File: src/hdl/swac_pkg.sv
// Package for the sliding window arrival counter.
// Holds sizes, item and ring request types, state encoding and slot helper.
// No dependencies.
package swac_pkg;

  localparam int RING_DEPTH  = 1024;
  localparam int SLOT_BITS   = $clog2(RING_DEPTH);
  localparam int HELD_BITS   = $clog2(RING_DEPTH + 1);
  localparam int TIME_BITS   = 48;
  localparam int WIDTH_BITS  = 32;
  localparam int INDEX_BITS  = 32;
  localparam int COUNT_BITS  = 11;
  localparam int AGE_BITS    = (TIME_BITS > WIDTH_BITS) ? TIME_BITS : WIDTH_BITS;

  localparam logic [WIDTH_BITS-1:0] WIDTH_RESET = WIDTH_BITS'(1000);
  localparam logic [HELD_BITS-1:0]  HELD_FULL   = HELD_BITS'(RING_DEPTH);
  localparam logic [SLOT_BITS-1:0]  SLOT_LAST   = SLOT_BITS'(RING_DEPTH - 1);

  typedef struct packed {
    logic [TIME_BITS-1:0] timestamp;
    logic                 last_item;
  } in_item_t;

  typedef struct packed {
    logic [COUNT_BITS-1:0] window_count;
    logic [COUNT_BITS-1:0] max_count;
    logic [INDEX_BITS-1:0] best_start;
    logic                  overflow;
  } out_item_t;

  typedef struct packed {
    logic                 wr_en;
    logic [SLOT_BITS-1:0] wr_slot;
    logic [TIME_BITS-1:0] wr_time;
    logic [SLOT_BITS-1:0] rd_slot;
  } ring_req_t;

  typedef enum logic {
    ST_IDLE,
    ST_SCAN
  } state_t;

  function automatic logic [SLOT_BITS-1:0] next_slot(input logic [SLOT_BITS-1:0] slot);
    next_slot = (slot == SLOT_LAST) ? '0 : slot + SLOT_BITS'(1);
  endfunction

endpackage

File: src/hdl/swac_ctrl.sv
// Window controller: tail scan over the ring, ring-full handling, best tracking.
// Depends on swac_pkg; drives the request port of swac_ring.
module swac_ctrl (
  input  logic                            clk,
  input  logic                            rst,
  input  logic                            in_valid,
  output logic                            in_stall,
  input  swac_pkg::in_item_t              in_data,
  input  logic [swac_pkg::WIDTH_BITS-1:0] window_width,
  input  logic                            out_free,
  output logic                            res_load,
  output swac_pkg::out_item_t             res_data,
  output swac_pkg::ring_req_t             ring_req,
  input  logic [swac_pkg::TIME_BITS-1:0]  ring_rdata
);

  swac_pkg::state_t                 state, state_next;
  logic [swac_pkg::TIME_BITS-1:0]   cur_time;
  logic                             cur_last;
  logic [swac_pkg::SLOT_BITS-1:0]   tail_slot;
  logic [swac_pkg::SLOT_BITS-1:0]   head_slot;
  logic [swac_pkg::HELD_BITS-1:0]   held;
  logic [swac_pkg::INDEX_BITS-1:0]  oldest_index;
  logic [swac_pkg::HELD_BITS-1:0]   best_count;
  logic [swac_pkg::INDEX_BITS-1:0]  best_start;
  logic                             overflow_seen;

  logic [swac_pkg::AGE_BITS-1:0]    age;
  logic                             do_drop;
  logic                             do_finish;
  logic                             full;
  logic [swac_pkg::HELD_BITS-1:0]   held_eff;
  logic [swac_pkg::INDEX_BITS-1:0]  tail_eff;
  logic [swac_pkg::SLOT_BITS-1:0]   tslot_eff;
  logic [swac_pkg::HELD_BITS-1:0]   count;
  logic                             best_hit;
  logic [swac_pkg::HELD_BITS-1:0]   best_count_next;
  logic [swac_pkg::INDEX_BITS-1:0]  best_start_next;

  assign age = swac_pkg::AGE_BITS'(cur_time) - swac_pkg::AGE_BITS'(ring_rdata);

  // Drop the tail entry once its age has reached the window width.
  assign do_drop = (state == swac_pkg::ST_SCAN) && (held != '0) &&
                   (cur_time >= ring_rdata) &&
                   (age >= swac_pkg::AGE_BITS'(window_width));

  assign do_finish = (state == swac_pkg::ST_SCAN) && !do_drop && out_free;

  // Ring still full after the scan: overwrite the oldest entry.
  assign full      = (held == swac_pkg::HELD_FULL);
  assign held_eff  = full ? held - swac_pkg::HELD_BITS'(1) : held;
  assign tail_eff  = full ? oldest_index + swac_pkg::INDEX_BITS'(1) : oldest_index;
  assign tslot_eff = full ? swac_pkg::next_slot(tail_slot) : tail_slot;
  assign count     = held_eff + swac_pkg::HELD_BITS'(1);
  assign best_hit  = count > best_count;

  assign best_count_next = best_hit ? count : best_count;
  assign best_start_next = best_hit ? tail_eff : best_start;

  assign res_load = do_finish;
  assign res_data = '{
    window_count: swac_pkg::COUNT_BITS'(count),
    max_count:    swac_pkg::COUNT_BITS'(best_count_next),
    best_start:   best_start_next,
    overflow:     overflow_seen | full
  };

  // Read ahead at the next tail slot while dropping so the scan runs one entry per cycle.
  assign ring_req = '{
    wr_en:   do_finish,
    wr_slot: head_slot,
    wr_time: cur_time,
    rd_slot: do_drop ? swac_pkg::next_slot(tail_slot) : tail_slot
  };

  assign in_stall = (state != swac_pkg::ST_IDLE);

  always_ff @(posedge clk) begin
    if (rst) begin
      state <= swac_pkg::ST_IDLE;
    end else begin
      state <= state_next;
    end
  end

  always_comb begin
    state_next = state;
    case (state)
      swac_pkg::ST_IDLE: begin
        if (in_valid) begin
          state_next = swac_pkg::ST_SCAN;
        end
      end
      swac_pkg::ST_SCAN: begin
        if (do_finish) begin
          state_next = swac_pkg::ST_IDLE;
        end
      end
      default: begin
        state_next = swac_pkg::ST_IDLE;
      end
    endcase
  end

  always_ff @(posedge clk) begin
    if (state == swac_pkg::ST_IDLE && in_valid) begin
      cur_time <= in_data.timestamp;
      cur_last <= in_data.last_item;
    end
  end

  always_ff @(posedge clk) begin
    if (rst) begin
      tail_slot     <= '0;
      head_slot     <= '0;
      held          <= '0;
      oldest_index  <= '0;
      best_count    <= '0;
      best_start    <= '0;
      overflow_seen <= 1'b0;
    end else if (do_drop) begin
      tail_slot    <= swac_pkg::next_slot(tail_slot);
      oldest_index <= oldest_index + swac_pkg::INDEX_BITS'(1);
      held         <= held - swac_pkg::HELD_BITS'(1);
    end else if (do_finish) begin
      if (cur_last) begin
        tail_slot     <= '0;
        head_slot     <= '0;
        held          <= '0;
        oldest_index  <= '0;
        best_count    <= '0;
        best_start    <= '0;
        overflow_seen <= 1'b0;
      end else begin
        tail_slot     <= tslot_eff;
        head_slot     <= swac_pkg::next_slot(head_slot);
        held          <= count;
        oldest_index  <= tail_eff;
        best_count    <= best_count_next;
        best_start    <= best_start_next;
        overflow_seen <= overflow_seen | full;
      end
    end
  end

endmodule

File: config.mk
export PLATFORM = sky130hd
export DESIGN_NAME = swac_ctrl
export DESIGN_NICKNAME = d
export VERILOG_FILES = /design/src/hdl/swac_pkg.sv /design/src/hdl/swac_ctrl.sv
export SDC_FILE = /design/constraint.sdc
export NUM_CORES = 1
export LEC_CHECK = 0
export ABC_AREA = 0
export BUFFER_PORTS_ARGS = -buffer_cell sky130_fd_sc_hd__buf_2
export CAP_MARGIN = 20
export CORE_UTILIZATION = 35
export CTS_CLUSTER_SIZE = 12
export DETAILED_ROUTE_END_ITERATION = 7
export GPL_ROUTABILITY_DRIVEN = 1
export HOLD_SLACK_MARGIN = 0.05
export PLACE_DENSITY = 0.65
export SLEW_MARGIN = 20
export SYNTH_ARGS = -nofsm -noshare
export SYNTH_HDL_FRONTEND = slang
export SYNTH_SLANG_ARGS = --single-unit
File: constraint.sdc
create_clock -name clk -period 8.2 [get_ports clk]
set_clock_uncertainty 0.1 [all_clocks]
set_input_delay 0 -clock clk [delete_from_list [all_inputs] [get_ports clk]]
set_output_delay 0 -clock clk [all_outputs]
set_load 0.005 [all_outputs]
==> results by group, run 1 <==
Global route
  – Via count of the first global-routing pass: 11516
  – First-pass GRT wire length: 62100 um
  – Pin count of the biggest net entering global routing: between 70 and 80
  – Initial antenna violation count: 0
  – Total global-route track usage: roughly 22%
  – GR Overflow Total: 0

Place
  – Routability congestion estimate from global placement: approximately 0.97
  – Estimated wirelength of the detail-placed design: ~30000 um
  – Placed insts: 2130
  – Number of buffers inserted by port buffering: roughly 260

Floorplan
  – Floorplan Core Area: 33600 sq um
  – Die W: between 150 and 200 um
  – Height of the die: ~190 um
  – Overall die area: approximately 35000 sq um
  – IO Count: roughly 260
  – Std-Cell Rows: 67
  – Initial core utilization: between 30% and 40%

Critical path
  – Req. time, crit path: around 8.4 ns
  – Data arrival at the endpoint of the critical path: between 6 and 7 ns
  – List of cells traversed by the critical path: inv_1 -> ha_1 -> fa_1 -> nand2b_1 -> a211oi_2 -> o21ai_1 -> a21boi_0 -> o21ai_0 -> o21a_1 -> xnor2_1 -> ha_1 -> and4_1 -> nand4b_1 -> a41oi_1 -> or4_1 -> nor4_1 -> nand4_1 -> o41ai_4 -> buf_4 -> a21oi_4 -> buf_4 -> o311ai_0 -> o211ai_1
  – Critical path buffers and inverters: 3
  – Setup CP Type: reg2reg
  – Critical path launch point type: register
  – Slowest-stage cell, CP: sky130_fd_sc_hd__buf_4
  – Critical path's largest stage delay: between 0.6 and 0.7 ns
  – Crit path max-delay family: compound AO/OA/AOI/OAI gates
  – Nature of the critical path endpoint: register
  – Peak fanout along the critical path: 71

Route
  – First-pass detailed-route iteration total: 5
  – Drt first-iter violations: 671
  – Aggregate routed wire length: about 40000 um
  – Remaining antenna violation count after routing: 0
  – Via/cell ratio: ~5.5
  – Number of vias in the routed layout: roughly 12000
  – Detailed-route DRC error count: 0
  – Final routed wire length divided by cell count: about 18 um

Synthesis
  – Number of distinct standard cells referenced by the synthesized netlist: slightly above 80
  – Net count after synthesis: approximately 1700
  – Ranking of synthesized cells by instance count: sky130_fd_sc_hd__nor2_1 (147), sky130_fd_sc_hd__nand2_1 (126), sky130_fd_sc_hd__inv_1 (118)
  – Leading cell type by number of instances after synthesis: sky130_fd_sc_hd__nor2_1
  – Portion of the post-synthesis area used by sequential elements: 30.4%
  – Synthesized area per cell: a little over 8 sq um
  – Main synth FF type: sky130_fd_sc_hd__dfxtp_1
  – Share of flip-flops with an asynchronous set or reset: 0%
  – Top cell type's share of synthesized area: a little under a fifth
  – Synth Register Bits: ~160
  – Synthesized area: between 10000 and 15000 sq um
  – Top post-synthesis cells by area: sky130_fd_sc_hd__dfxtp_1 (18%), sky130_fd_sc_hd__edfxtp_1 (12%), sky130_fd_sc_hd__ha_1 (9.9%)
  – Gate count of the mapped netlist: around 1500
  – Yosys warnings: 0
  – Number of enable flip-flop cells after synthesis: just under 50
  – Cell taking the most area after synthesis: sky130_fd_sc_hd__dfxtp_1

Worst hold path
  – Hold Crit Class: in2reg

Clock tree
  – Library cell used as clock root buffer: sky130_fd_sc_hd__clkbuf_16
  – CTS buffer count: 17
  – Register clock-pin slew on the reported worst setup and hold paths: roughly 0.070 ns
  – Clock tree from TritonCTS: yes
  – Setup repair bufs after CTS: 0
  – Resized cells post-CTS: 0
  – Number of levels in the clock H-tree: 4
  – Clock insertion delay at the later pin of the skew report: 0.46 ns
  – Clock sink total: around 160
  – Max Root-Sink Buffers: 2

Timing
  – Relative slew slack: about a third
  – Count of pins over their slew limit: 0
  – Transition time at the pin with the least slew margin: slightly below 1 ns
  – Setup repair after global routing missed its margin: no
  – Crit path time final: between 6 and 7 ns
  – Total negative slack for setup checks: 0 ns
  – Ratio of final minimum period to clock period: 81.3%
  – Max Clk Rate: 150 MHz
  – Fin. Hold Viols: 0
  – Number of failing setup endpoints in the final timing report: 0

Power and ir drop
  – Internal portion of total power: ~0.0016 W
  – Reg power frac: between 30% and 40%
  – Static power due to leakage: 6.29 nW
  – Overall power consumption: 0.00244 W
  – Power per Cell Area: around 170 nW/um^2
  – Relative contribution of the clock network to total power: between 30% and 40%
  – Power spent charging and discharging nets: about 0.00086 W
  – Max IR drop VDD: 154 uV
  – Switching power share of the total: 35.2%
  – Combinational share of power: 32.2%

Layout
  – Antenna diode count: 0
  – Nets@finish: around 2000
  – Fin cells: about 2200
  – Area growth from synthesis to layout: 22.8%
  – Layout cells sized above 1: about a fifth

Outcome
  – Outcome: completed

Flow run
  – Max Cap Viol: 0
cell type report:
cell class                 count  area [sq um]
clock inverter                12           123
sequential                   157          3630
clock buffer                  20           457
fill                        3396         18900
inverter                     119           448
tap                          448           561
multi-input combinational   1138          7580
timing repair buffer         320          1890
timing repair:
| action | in CTS | in global routing |
|---|---|---|
| endpoints found under the hold margin | 63 | 0 |
| hold buffers | 52 | 0 |
| endpoints found under the setup margin | 0 | 0 |
worst register-to-register path, stage by stage, from the launching register on:
cell and delay [ns]:
sky130_fd_sc_hd__edfxtp_1 0.34, sky130_fd_sc_hd__inv_1 0.05, sky130_fd_sc_hd__ha_1 0.22, sky130_fd_sc_hd__fa_1 0.40, sky130_fd_sc_hd__nand2b_1 0.19, sky130_fd_sc_hd__a211oi_2 0.33, sky130_fd_sc_hd__o21ai_1 0.22, sky130_fd_sc_hd__a21boi_0 0.26
sky130_fd_sc_hd__o21ai_0 0.22, sky130_fd_sc_hd__o21a_1 0.25, sky130_fd_sc_hd__xnor2_1 0.12, sky130_fd_sc_hd__ha_1 0.29, sky130_fd_sc_hd__and4_1 0.22, sky130_fd_sc_hd__nand4b_1 0.12, sky130_fd_sc_hd__a41oi_1 0.10, sky130_fd_sc_hd__or4_1 0.58
sky130_fd_sc_hd__nor4_1 0.30, sky130_fd_sc_hd__nand4_1 0.20, sky130_fd_sc_hd__o41ai_4 0.38, sky130_fd_sc_hd__buf_4 0.65, sky130_fd_sc_hd__a21oi_4 0.35, sky130_fd_sc_hd__buf_4 0.36, sky130_fd_sc_hd__o311ai_0 0.16, sky130_fd_sc_hd__o211ai_1 0.14
registers in the layout (all words and copies together) (netlist names):
register	cells
head_slot	10
cur_last	1
in_stall	1
held	11
oldest_index	32
overflow_seen	1
best_start	32
best_count	11
tail_slot	10
cur_time	48
layout by cell type, fill, tap and decap left out, types with 52 or more instances in the layout:
cell	Yosys	layout
sky130_fd_sc_hd__dfxtp_1	108	108
sky130_fd_sc_hd__buf_2	33	258
sky130_fd_sc_hd__nand2_1	126	126
sky130_fd_sc_hd__o21ai_0	82	82
sky130_fd_sc_hd__ha_1	95	95
sky130_fd_sc_hd__xnor2_1	71	71
sky130_fd_sc_hd__dlygate4sd3_1	0	52
sky130_fd_sc_hd__inv_1	118	118
sky130_fd_sc_hd__a21oi_1	114	113
sky130_fd_sc_hd__nor2_1	147	147
per-stage QoR:
| stage | instance area [sq um] | util (%) | hold slack (ns) | setup slack (ns) |
|---|---|---|---|---|
| finish | 14700 | 43.7 | 0.154 | 1.53 |
| global route | 14700 | 43.7 | 0.145 | 0.962 |
| CTS | 14700 | 43.7 | 0.133 | 1.49 |
| detailed placement | 13600 | 40.4 | 0.0781 | 1.52 |
| global placement | 13600 | 40.4 | 0.0775 | 1.64 |
| floorplan | 12000 | - | -0.00113 | 2.93 |
cell families (layout without fill, tap and decap cells):
group	count (synthesis)	count (layout)	share of synthesized area, %
buffers and inverters	193	471	6.44
flip-flops	157	157	30.4
AND/OR/NAND/NOR	484	484	19.4
XOR/XNOR	95	95	6.95
adder cells (fa/ha/maj)	97	97	10.2
AO/OA/AOI/OAI	441	441	24.7
multiplexers	21	21	1.93
metal layers:
layer / track usage [%] / vias up / part of all wire, %
li1: - / 5916 / -
met3: 3.66 / 42 / 5.2
met4: 7.06 / 0 / 1.8
met2: 37.9 / 384 / 49
met1: 28.6 / 5741 / 44
met5: 0 / - / 0
final timing paths:
path                                     start             end  slack, ns  cells after the start
worst max register to register     cur_time[0]         held[6]       1.53                     23
worst min-delay path               in_data[37]    cur_time[36]       0.15                      2
worst min register to register  best_start[26]  best_start[26]       0.37                      1
worst max-delay path               cur_time[0]         held[6]       1.53                     23
power groups by stage:
stage	sequential [W]	combinational [W]	clock [W]
2_1_floorplan	0.000860	0.000496	0
4_1_cts	0.000848	0.000784	0.000823
6_report	0.000848	0.000784	0.000804
3_3_place_gp	0.000865	0.000756	0
5_1_grt	0.000851	0.000871	0.000857
3_5_place_dp	0.000866	0.000761	0
(Power assumes the default switching activity.)
==> run 2, diff against run 1 <==
--- a/config.mk
+++ b/config.mk
@@ -13,7 +13,7 @@
 export DETAILED_ROUTE_END_ITERATION = 7
 export GPL_ROUTABILITY_DRIVEN = 1
 export HOLD_SLACK_MARGIN = 0.05
-export PLACE_DENSITY = 0.65
+export PLACE_DENSITY = 0.67
 export SLEW_MARGIN = 20
 export SYNTH_ARGS = -nofsm -noshare
 export SYNTH_HDL_FRONTEND = slang
==> constraint.sdc (replaced) <==
create_clock -name clk -period 5.62 [get_ports clk]
set_clock_uncertainty 0.1 [all_clocks]
set_input_delay 0 -clock clk [delete_from_list [all_inputs] [get_ports clk]]
set_output_delay 0 -clock clk [all_outputs]
set_load 0.005 [all_outputs]
==> results by group, run 2 (synthesized netlist as in run 1, its figures left out) <==
Floorplan
  – IO Count: 259 (unchanged)
  – Height of the die: 187 um (unchanged)
  – Overall die area: 34900 sq um (unchanged)
  – Floorplan Core Area: 33600 sq um (unchanged)
  – Std-Cell Rows: 67 (unchanged)
  – Initial core utilization: 35.6% (unchanged)
  – Die W: 187 um (unchanged)

Layout
  – Largest register FFs: 48 (unchanged)
  – Commonest cells after routing, fill and taps aside: sky130_fd_sc_hd__buf_2 (258), sky130_fd_sc_hd__nor2_1 (144), sky130_fd_sc_hd__nand2_1 (125) (was sky130_fd_sc_hd__buf_2 (258), sky130_fd_sc_hd__nor2_1 (147), sky130_fd_sc_hd__nand2_1 (126))
  – Layout cells sized above 1: 27.4% (was 19.0%)
  – Nets@finish: 2103 (was 1982)
  – Biggest regs: cur_time (48), best_start (32), oldest_index (32) (unchanged)
  – Area growth from synthesis to layout: 36.1% (was 22.8%)
  – Fin cells: 2335 (was 2214)
  – Commonest non-fill, non-tap cell in the layout: sky130_fd_sc_hd__buf_2 (unchanged)
  – Register containing the most flip-flops in the final layout: cur_time (unchanged)
  – Total area of multi-input combinational cells: 7910 sq um (was 7580 sq um)
  – Fillers: 3187 (was 3396)
  – Sequential standard cell area: 3630 sq um (unchanged)
  – Antenna diode count: 0 (unchanged)

Place
  – Placed insts: 2214 (was 2130)
  – Estimated wirelength of the detail-placed design: 31000 um (was 30200 um)
  – Routability congestion estimate from global placement: 1.01 (was 0.968)
  – Number of buffers inserted by port buffering: 258 (unchanged)

Route
  – Detailed-route DRC error count: 1 (was 0)
  – Drt first-iter violations: 1002 (was 671)
  – Via/cell ratio: 5.46 (about the same)
  – Aggregate routed wire length: 41700 um (was 39300 um)
  – Remaining antenna violation count after routing: 0 (unchanged)
  – First-pass detailed-route iteration total: 8 (was 5)
  – Final routed wire length divided by cell count: 17.8 um (was 17.7 um)
  – Number of vias in the routed layout: 12746 (was 12083)

Outcome
  – Violated checks: design-rule violations, negative setup slack
  – Outcome: complete, but fails checks (was completed)

Critical path
  – Critical path's largest stage delay: 0.44 ns (was 0.65 ns)
  – Beginning of the worst register-to-register path: cur_time[9] (was cur_time[0])
  – Data arrival at the endpoint of the critical path: 5.56 ns (was 6.89 ns)
  – Peak fanout along the critical path: 6 (was 71)
  – Setup CP Type: reg2out (was reg2reg)
  – Req. time, crit path: 5.52 ns (was 8.42 ns)
  – Slowest-stage cell, CP: sky130_fd_sc_hd__o41ai_4 (was sky130_fd_sc_hd__buf_4)
  – Critical path launch point type: register (unchanged)
  – Cell repeated most along the worst path: sky130_fd_sc_hd__buf_4
  – Nature of the critical path endpoint: output port (was register)
  – Source of the critical timing path: cur_time[0] (unchanged)

Timing
  – Fin. Hold Viols: 0 (unchanged)
  – Crit path time final: ~5.7 ns
  – Final critical-path setup slack: -0.0385 ns (was 1.53 ns)
  – Ratio of final minimum period to clock period: 101%
  – Transition time at the pin with the least slew margin: 0.680 ns (was 0.986 ns)
  – Relative slew slack: 54.7% (was 34.3%)
  – Total negative slack for setup checks: -0.272 ns (was 0 ns)
  – Count of pins over their slew limit: 0 (unchanged)
  – Number of failing setup endpoints in the final timing report: 12 (was 0)
  – Setup repair after global routing missed its margin: yes (was no)
  – Max Clk Rate: 177 MHz

Global route
  – Via count of the first global-routing pass: 12282 (was 11516)
  – First-pass GRT wire length: 64600 um (was 62100 um)
  – Initial antenna violation count: 0 (unchanged)
  – Pin count of the biggest net entering global routing: 78 (was 72)
  – GR Overflow Total: 0 (unchanged)
  – Total global-route track usage: 23.0% (was 22.2%)

Clock tree
  – Clock sink total: 157 (unchanged)
  – Number of levels in the clock H-tree: 4 (unchanged)
  – Max Root-Sink Buffers: 2 (unchanged)
  – CTS buffer count: 17 (unchanged)
  – Clock insertion delay at the later pin of the skew report: 0.45 ns (was 0.46 ns)
  – Register clock-pin slew on the reported worst setup and hold paths: 0.07 ns (about the same)
  – Clock tree from TritonCTS: yes (unchanged)
  – Library cell used as clock root buffer: sky130_fd_sc_hd__clkbuf_16 (unchanged)

Power and ir drop
  – Power spent charging and discharging nets: 0.00133 W (was 0.000858 W)
  – Static power due to leakage: 7.10 nW (was 6.29 nW)
  – Power per Cell Area: 237 nW/um^2 (was 166 nW/um^2)
  – Reg power frac: 32.1% (was 34.8%)
  – Switching power share of the total: 34.5% (was 35.2%)
  – Internal portion of total power: 0.00253 W (was 0.00158 W)
  – Relative contribution of the clock network to total power: 33.9% (was 33.0%)
  – Combinational share of power: 33.9% (was 32.2%)
  – Max IR drop VDD: 226 uV (was 154 uV)

Worst hold path
  – Hold Crit Class: in2reg (unchanged)
  – Start point of the worst min-delay path: in_data[37] (unchanged)

Flow run
  – Max Cap Viol: 0 (unchanged)
-- run 2: cell count changes in the layout (fill, tap and decap cells not counted), moves of 5 or more --
cell	before	now
sky130_fd_sc_hd__o21ai_0	82	74
sky130_fd_sc_hd__a21oi_2	3	14
sky130_fd_sc_hd__o21ai_2	1	8
sky130_fd_sc_hd__clkbuf_16	17	22
sky130_fd_sc_hd__buf_12	0	13
sky130_fd_sc_hd__buf_4	10	110
sky130_fd_sc_hd__a21oi_1	113	101
-- run 2: path summary, 6_finish.rpt --
kind | depth (start not counted) | slack [ns] | end
setup / recovery | 34 | -0.04 | ring_req[0]
hold / removal | 2 | 0.15 | cur_time[36]
setup reg to reg | 32 | -0.03 | oldest_index[31]
hold reg to reg | 2 | 0.37 | overflow_seen
-- run 2: repair_timing --
item	in CTS	in global routing
hold buffers	52	0
pin swaps	12	27
cloned	1	4
hold endpoints to repair	63	0
gates resized for setup	26	64
setup buffers	20	12
endpoints found under the setup margin	118	122
-- run 2: power by group through the flow --
| stage | registers, W | logic [W] | clock network (W) |
|---|---|---|---|
| after floorplan | 0.00125 | 0.000724 | 0 |
| after CTS | 0.00124 | 0.00125 | 0.00133 |
| after global placement | 0.00126 | 0.00118 | 0 |
| final | 0.00124 | 0.00131 | 0.00131 |
| after global routing | 0.00124 | 0.00144 | 0.00137 |
| after detailed placement | 0.00126 | 0.00120 | 0 |
-- run 2: area by class of cell --
| class | instances | share of cell area (%) |
|---|---|---|
| multi-input cells | 1138 | 48.6 |
| flip-flops and latches | 157 | 22.3 |
| repair buffers | 441 | 18.8 |
| well taps | 448 | 3.44 |
| clock buffers | 19 | 2.85 |
| inverters | 119 | 2.77 |
| clock inverters | 13 | 1.16 |
-- run 2: through the flow --
stage	hold slack (ns)	cell area, sq um	power [W]	utilization (%)	setup slack [ns]
after floorplan	-0.00113	12000	0.00198	-	0.352
after global placement	0.0772	14400	0.00245	42.8	-0.116
after global routing	0.151	16300	0.00405	48.4	-0.249
final	0.152	16300	0.00386	48.4	-0.0385
after CTS	0.142	15800	0.00382	47.1	-0.00628
after detailed placement	0.0781	14400	0.00246	42.8	-0.181
-- run 2: worst max-delay path, delay by kind of cell, from the launching register on --
family          cells  cell delay, ns
buf+inv            21            2.23
compound gates      7            1.38
simple gates        4            0.62
fa+ha+maj           2            0.51
flops               1            0.37
-- run 2: layer usage --
metal | track usage (%) | vias up | wire length (um)
li1 | - | 6172 | -
met1 | 28.7 | 5968 | 17600
met2 | 40.2 | 505 | 20300
met3 | 3.58 | 101 | 2510
met4 | 8.07 | 0 | 1280
met5 | 0 | - | 0
==> run 3, diff against run 2 <==
==> constraint.sdc (replaced) <==
create_clock -name clk -period 5.62 [get_ports clk]
set_clock_uncertainty 0.1 [all_clocks]
set_input_delay 0.562 -clock clk [delete_from_list [all_inputs] [get_ports clk]]
set_output_delay 0.562 -clock clk [all_outputs]
set_load 0.005 [all_outputs]
==> results by group, run 3 (synthesized netlist as in run 1, its figures left out) <==
Clock tree
  – Clock insertion delay at the later pin of the skew report: 0.47 ns (was 0.45 ns)
  – Number of levels in the clock H-tree: 4 (unchanged)
  – Clock tree from TritonCTS: yes (unchanged)
  – Register clock-pin slew on the reported worst setup and hold paths: 0.08 ns (was 0.07 ns)
  – Clock sink total: 157 (unchanged)
  – Library cell used as clock root buffer: sky130_fd_sc_hd__clkbuf_16 (unchanged)
  – Post-CTS Hold Buffers: 0 (was 52)
  – CTS buffer count: 17 (unchanged)
  – Max Root-Sink Buffers: 2 (unchanged)

Global route
  – Total global-route track usage: 24.0% (was 23.0%)
  – Initial antenna violation count: 2 (was 0)
  – Pin count of the biggest net entering global routing: 78 (unchanged)
  – GR Overflow Total: 0 (unchanged)
  – First-pass GRT wire length: 67000 um (was 64600 um)
  – Via count of the first global-routing pass: 12663 (was 12282)

Timing
  – Relative slew slack: 16.0% (was 54.7%)
  – Transition time at the pin with the least slew margin: 1.26 ns (was 0.680 ns)
  – Number of failing setup endpoints in the final timing report: 14 (was 12)
  – Max Clk Rate: 169 MHz (was 177 MHz)
  – Count of pins over their slew limit: 0 (unchanged)
  – Total negative slack for setup checks: -2.79 ns (was -0.272 ns)
  – Final critical-path setup slack: -0.310 ns (was -0.0385 ns)
  – Crit path time final: 5.93 ns (was 5.66 ns)
  – Minimum hold slack: 0.170 ns (was 0.152 ns)
  – Fin. Hold Viols: 0 (unchanged)
  – Setup repair after global routing missed its margin: yes (unchanged)
  – Ratio of final minimum period to clock period: 106% (was 101%)

Layout
  – Register containing the most flip-flops in the final layout: cur_time (unchanged)
  – Commonest non-fill, non-tap cell in the layout: sky130_fd_sc_hd__buf_2 (unchanged)
  – Commonest cells after routing, fill and taps aside: sky130_fd_sc_hd__buf_2 (255), sky130_fd_sc_hd__buf_4 (198), sky130_fd_sc_hd__nor2_1 (142) (was sky130_fd_sc_hd__buf_2 (258), sky130_fd_sc_hd__nor2_1 (144), sky130_fd_sc_hd__nand2_1 (125))
  – Fillers: 3071 (was 3187)
  – Fin util: 51.4% (was 48.4%)
  – Largest register FFs: 48 (unchanged)
  – Nets@finish: 2171 (was 2103)
  – Area growth from synthesis to layout: 44.3% (was 36.1%)
  – Biggest regs: cur_time (48), best_start (32), oldest_index (32) (unchanged)
  – Layout cells sized above 1: 35.1% (was 27.4%)
  – Fin cells: 2404 (was 2335)

Place
  – Routability congestion estimate from global placement: 0.946 (was 1.01)
  – Estimated wirelength of the detail-placed design: 32800 um (was 31000 um)
  – Post-place setup slack: -0.628 ns (was -0.181 ns)
  – Number of buffers inserted by port buffering: 258 (unchanged)
  – Placed insts: 2318 (was 2214)

Critical path
  – Data arrival at the endpoint of the critical path: 5.27 ns (was 5.56 ns)
  – Nature of the critical path endpoint: output port (unchanged)
  – Peak fanout along the critical path: 3 (was 6)
  – Critical path launch point type: register (unchanged)
  – Setup CP Type: reg2out (unchanged)
  – Register-to-Register Setup Slack: -0.02 ns (was -0.03 ns)
  – Req. time, crit path: 4.96 ns (was 5.52 ns)

Outcome
  – Outcome: complete, but fails checks (unchanged)
  – Violated checks: negative setup slack (was design-rule violations, negative setup slack)

Power and ir drop
  – Power spent charging and discharging nets: 0.00145 W (was 0.00133 W)
  – Max IR drop VDD: 253 uV (was 226 uV)
  – Internal portion of total power: 0.00247 W (was 0.00253 W)
  – Power per Cell Area: 227 nW/um^2 (was 237 nW/um^2)
  – Relative contribution of the clock network to total power: 31.5% (was 33.9%)
  – Static power due to leakage: 7.58 nW (was 7.10 nW)
  – Switching power share of the total: 37.0% (was 34.5%)
  – Reg power frac: 31.6% (was 32.1%)
  – Combinational share of power: 36.9% (was 33.9%)

Floorplan
  – Overall die area: 34900 sq um (unchanged)
  – Std-Cell Rows: 67 (unchanged)
  – Height of the die: 187 um (unchanged)
  – Floorplan Core Area: 33600 sq um (unchanged)
  – Initial core utilization: 35.6% (unchanged)
  – Die W: 187 um (unchanged)
  – IO Count: 259 (unchanged)

Worst hold path
  – Hold Crit Class: in2reg (unchanged)

Route
  – Detailed-route DRC error count: 0 (was 1)
  – Remaining antenna violation count after routing: 0 (unchanged)
  – Via/cell ratio: 5.52 (was 5.46)
  – Final routed wire length divided by cell count: 18.8 um (was 17.8 um)
  – First-pass detailed-route iteration total: 7 (was 8)
  – Aggregate routed wire length: 45200 um (was 41700 um)
  – Number of vias in the routed layout: 13263 (was 12746)
  – Drt first-iter violations: 982 (was 1002)

Flow run
  – Max Cap Viol: 0 (unchanged)
[run 3: critical path, stage by stage (launching register included)]
cell and delay, ns:
sky130_fd_sc_hd__edfxtp_1 0.44, sky130_fd_sc_hd__ha_4 0.24, sky130_fd_sc_hd__nor2b_4 0.13, sky130_fd_sc_hd__buf_6 0.11, sky130_fd_sc_hd__o2111a_2 0.28, sky130_fd_sc_hd__buf_6 0.13, sky130_fd_sc_hd__o211ai_1 0.25, sky130_fd_sc_hd__nand3_1 0.17
sky130_fd_sc_hd__a21boi_1 0.19, sky130_fd_sc_hd__buf_4 0.15, sky130_fd_sc_hd__xnor2_2 0.06, sky130_fd_sc_hd__ha_1 0.33, sky130_fd_sc_hd__nand4_1 0.14, sky130_fd_sc_hd__nand4b_1 0.15, sky130_fd_sc_hd__a41oi_2 0.07, sky130_fd_sc_hd__or4_4 0.52
sky130_fd_sc_hd__nor4_4 0.15, sky130_fd_sc_hd__nand4_1 0.22, sky130_fd_sc_hd__or2_4 0.29, sky130_fd_sc_hd__or3_4 0.41, sky130_fd_sc_hd__nand3_2 0.10, sky130_fd_sc_hd__xnor2_1 0.11, sky130_fd_sc_hd__buf_2 0.13
[run 3: worst paths after layout]
check / startpoint / to / cells past startpoint
hold / removal: in_data[4] / cur_time[3] / 1
setup / recovery: cur_time[1] / ring_req[6] / 22
hold reg to reg: best_start[25] / best_start[25] / 1
setup reg to reg: cur_time[1] / best_start[20] / 27
[run 3: through the flow]
step	cell area, sq um	total power (W)
finish	17300	0.00392
global placement	15100	0.00252
floorplan	12000	0.00198
CTS	16200	0.00382
detailed placement	15100	0.00254
global route	17300	0.00411
[run 3: power by group through the flow]
stage	Clock, W	Sequential (W)	Combinational, W
after floorplan	0	0.00125	0.000725
after global placement	0	0.00126	0.00126
after detailed placement	0	0.00126	0.00128
after CTS	0.00125	0.00124	0.00133
after global routing	0.00130	0.00124	0.00157
final	0.00123	0.00124	0.00145
[run 3: per-layer routing]
| metal | track usage [%] | wire (um) |
|---|---|---|
| met1 | 31.0 | 19100 |
| met2 | 39.8 | 21600 |
| met3 | 4.58 | 3240 |
| met4 | 8.35 | 1220 |
| met5 | 0 | 0 |
[run 3: layout make-up]
type	instances	area, sq um	area share [%]
multi-input combinational	1139	8300	48.0
tap	448	561	3.25
clock buffer	17	425	2.46
sequential	157	3630	21.0
clock inverter	15	185	1.07
antenna	1	2.50	0.0145
timing repair buffer	508	3700	21.4
inverter	119	459	2.66
[run 3: repair_timing]
action | CTS | global route
endpoints found under the setup margin | 126 | 159
cloned | 2 | 14
setup buffers | 14 | 24
pin swaps | 38 | 91
resized for setup | 60 | 154
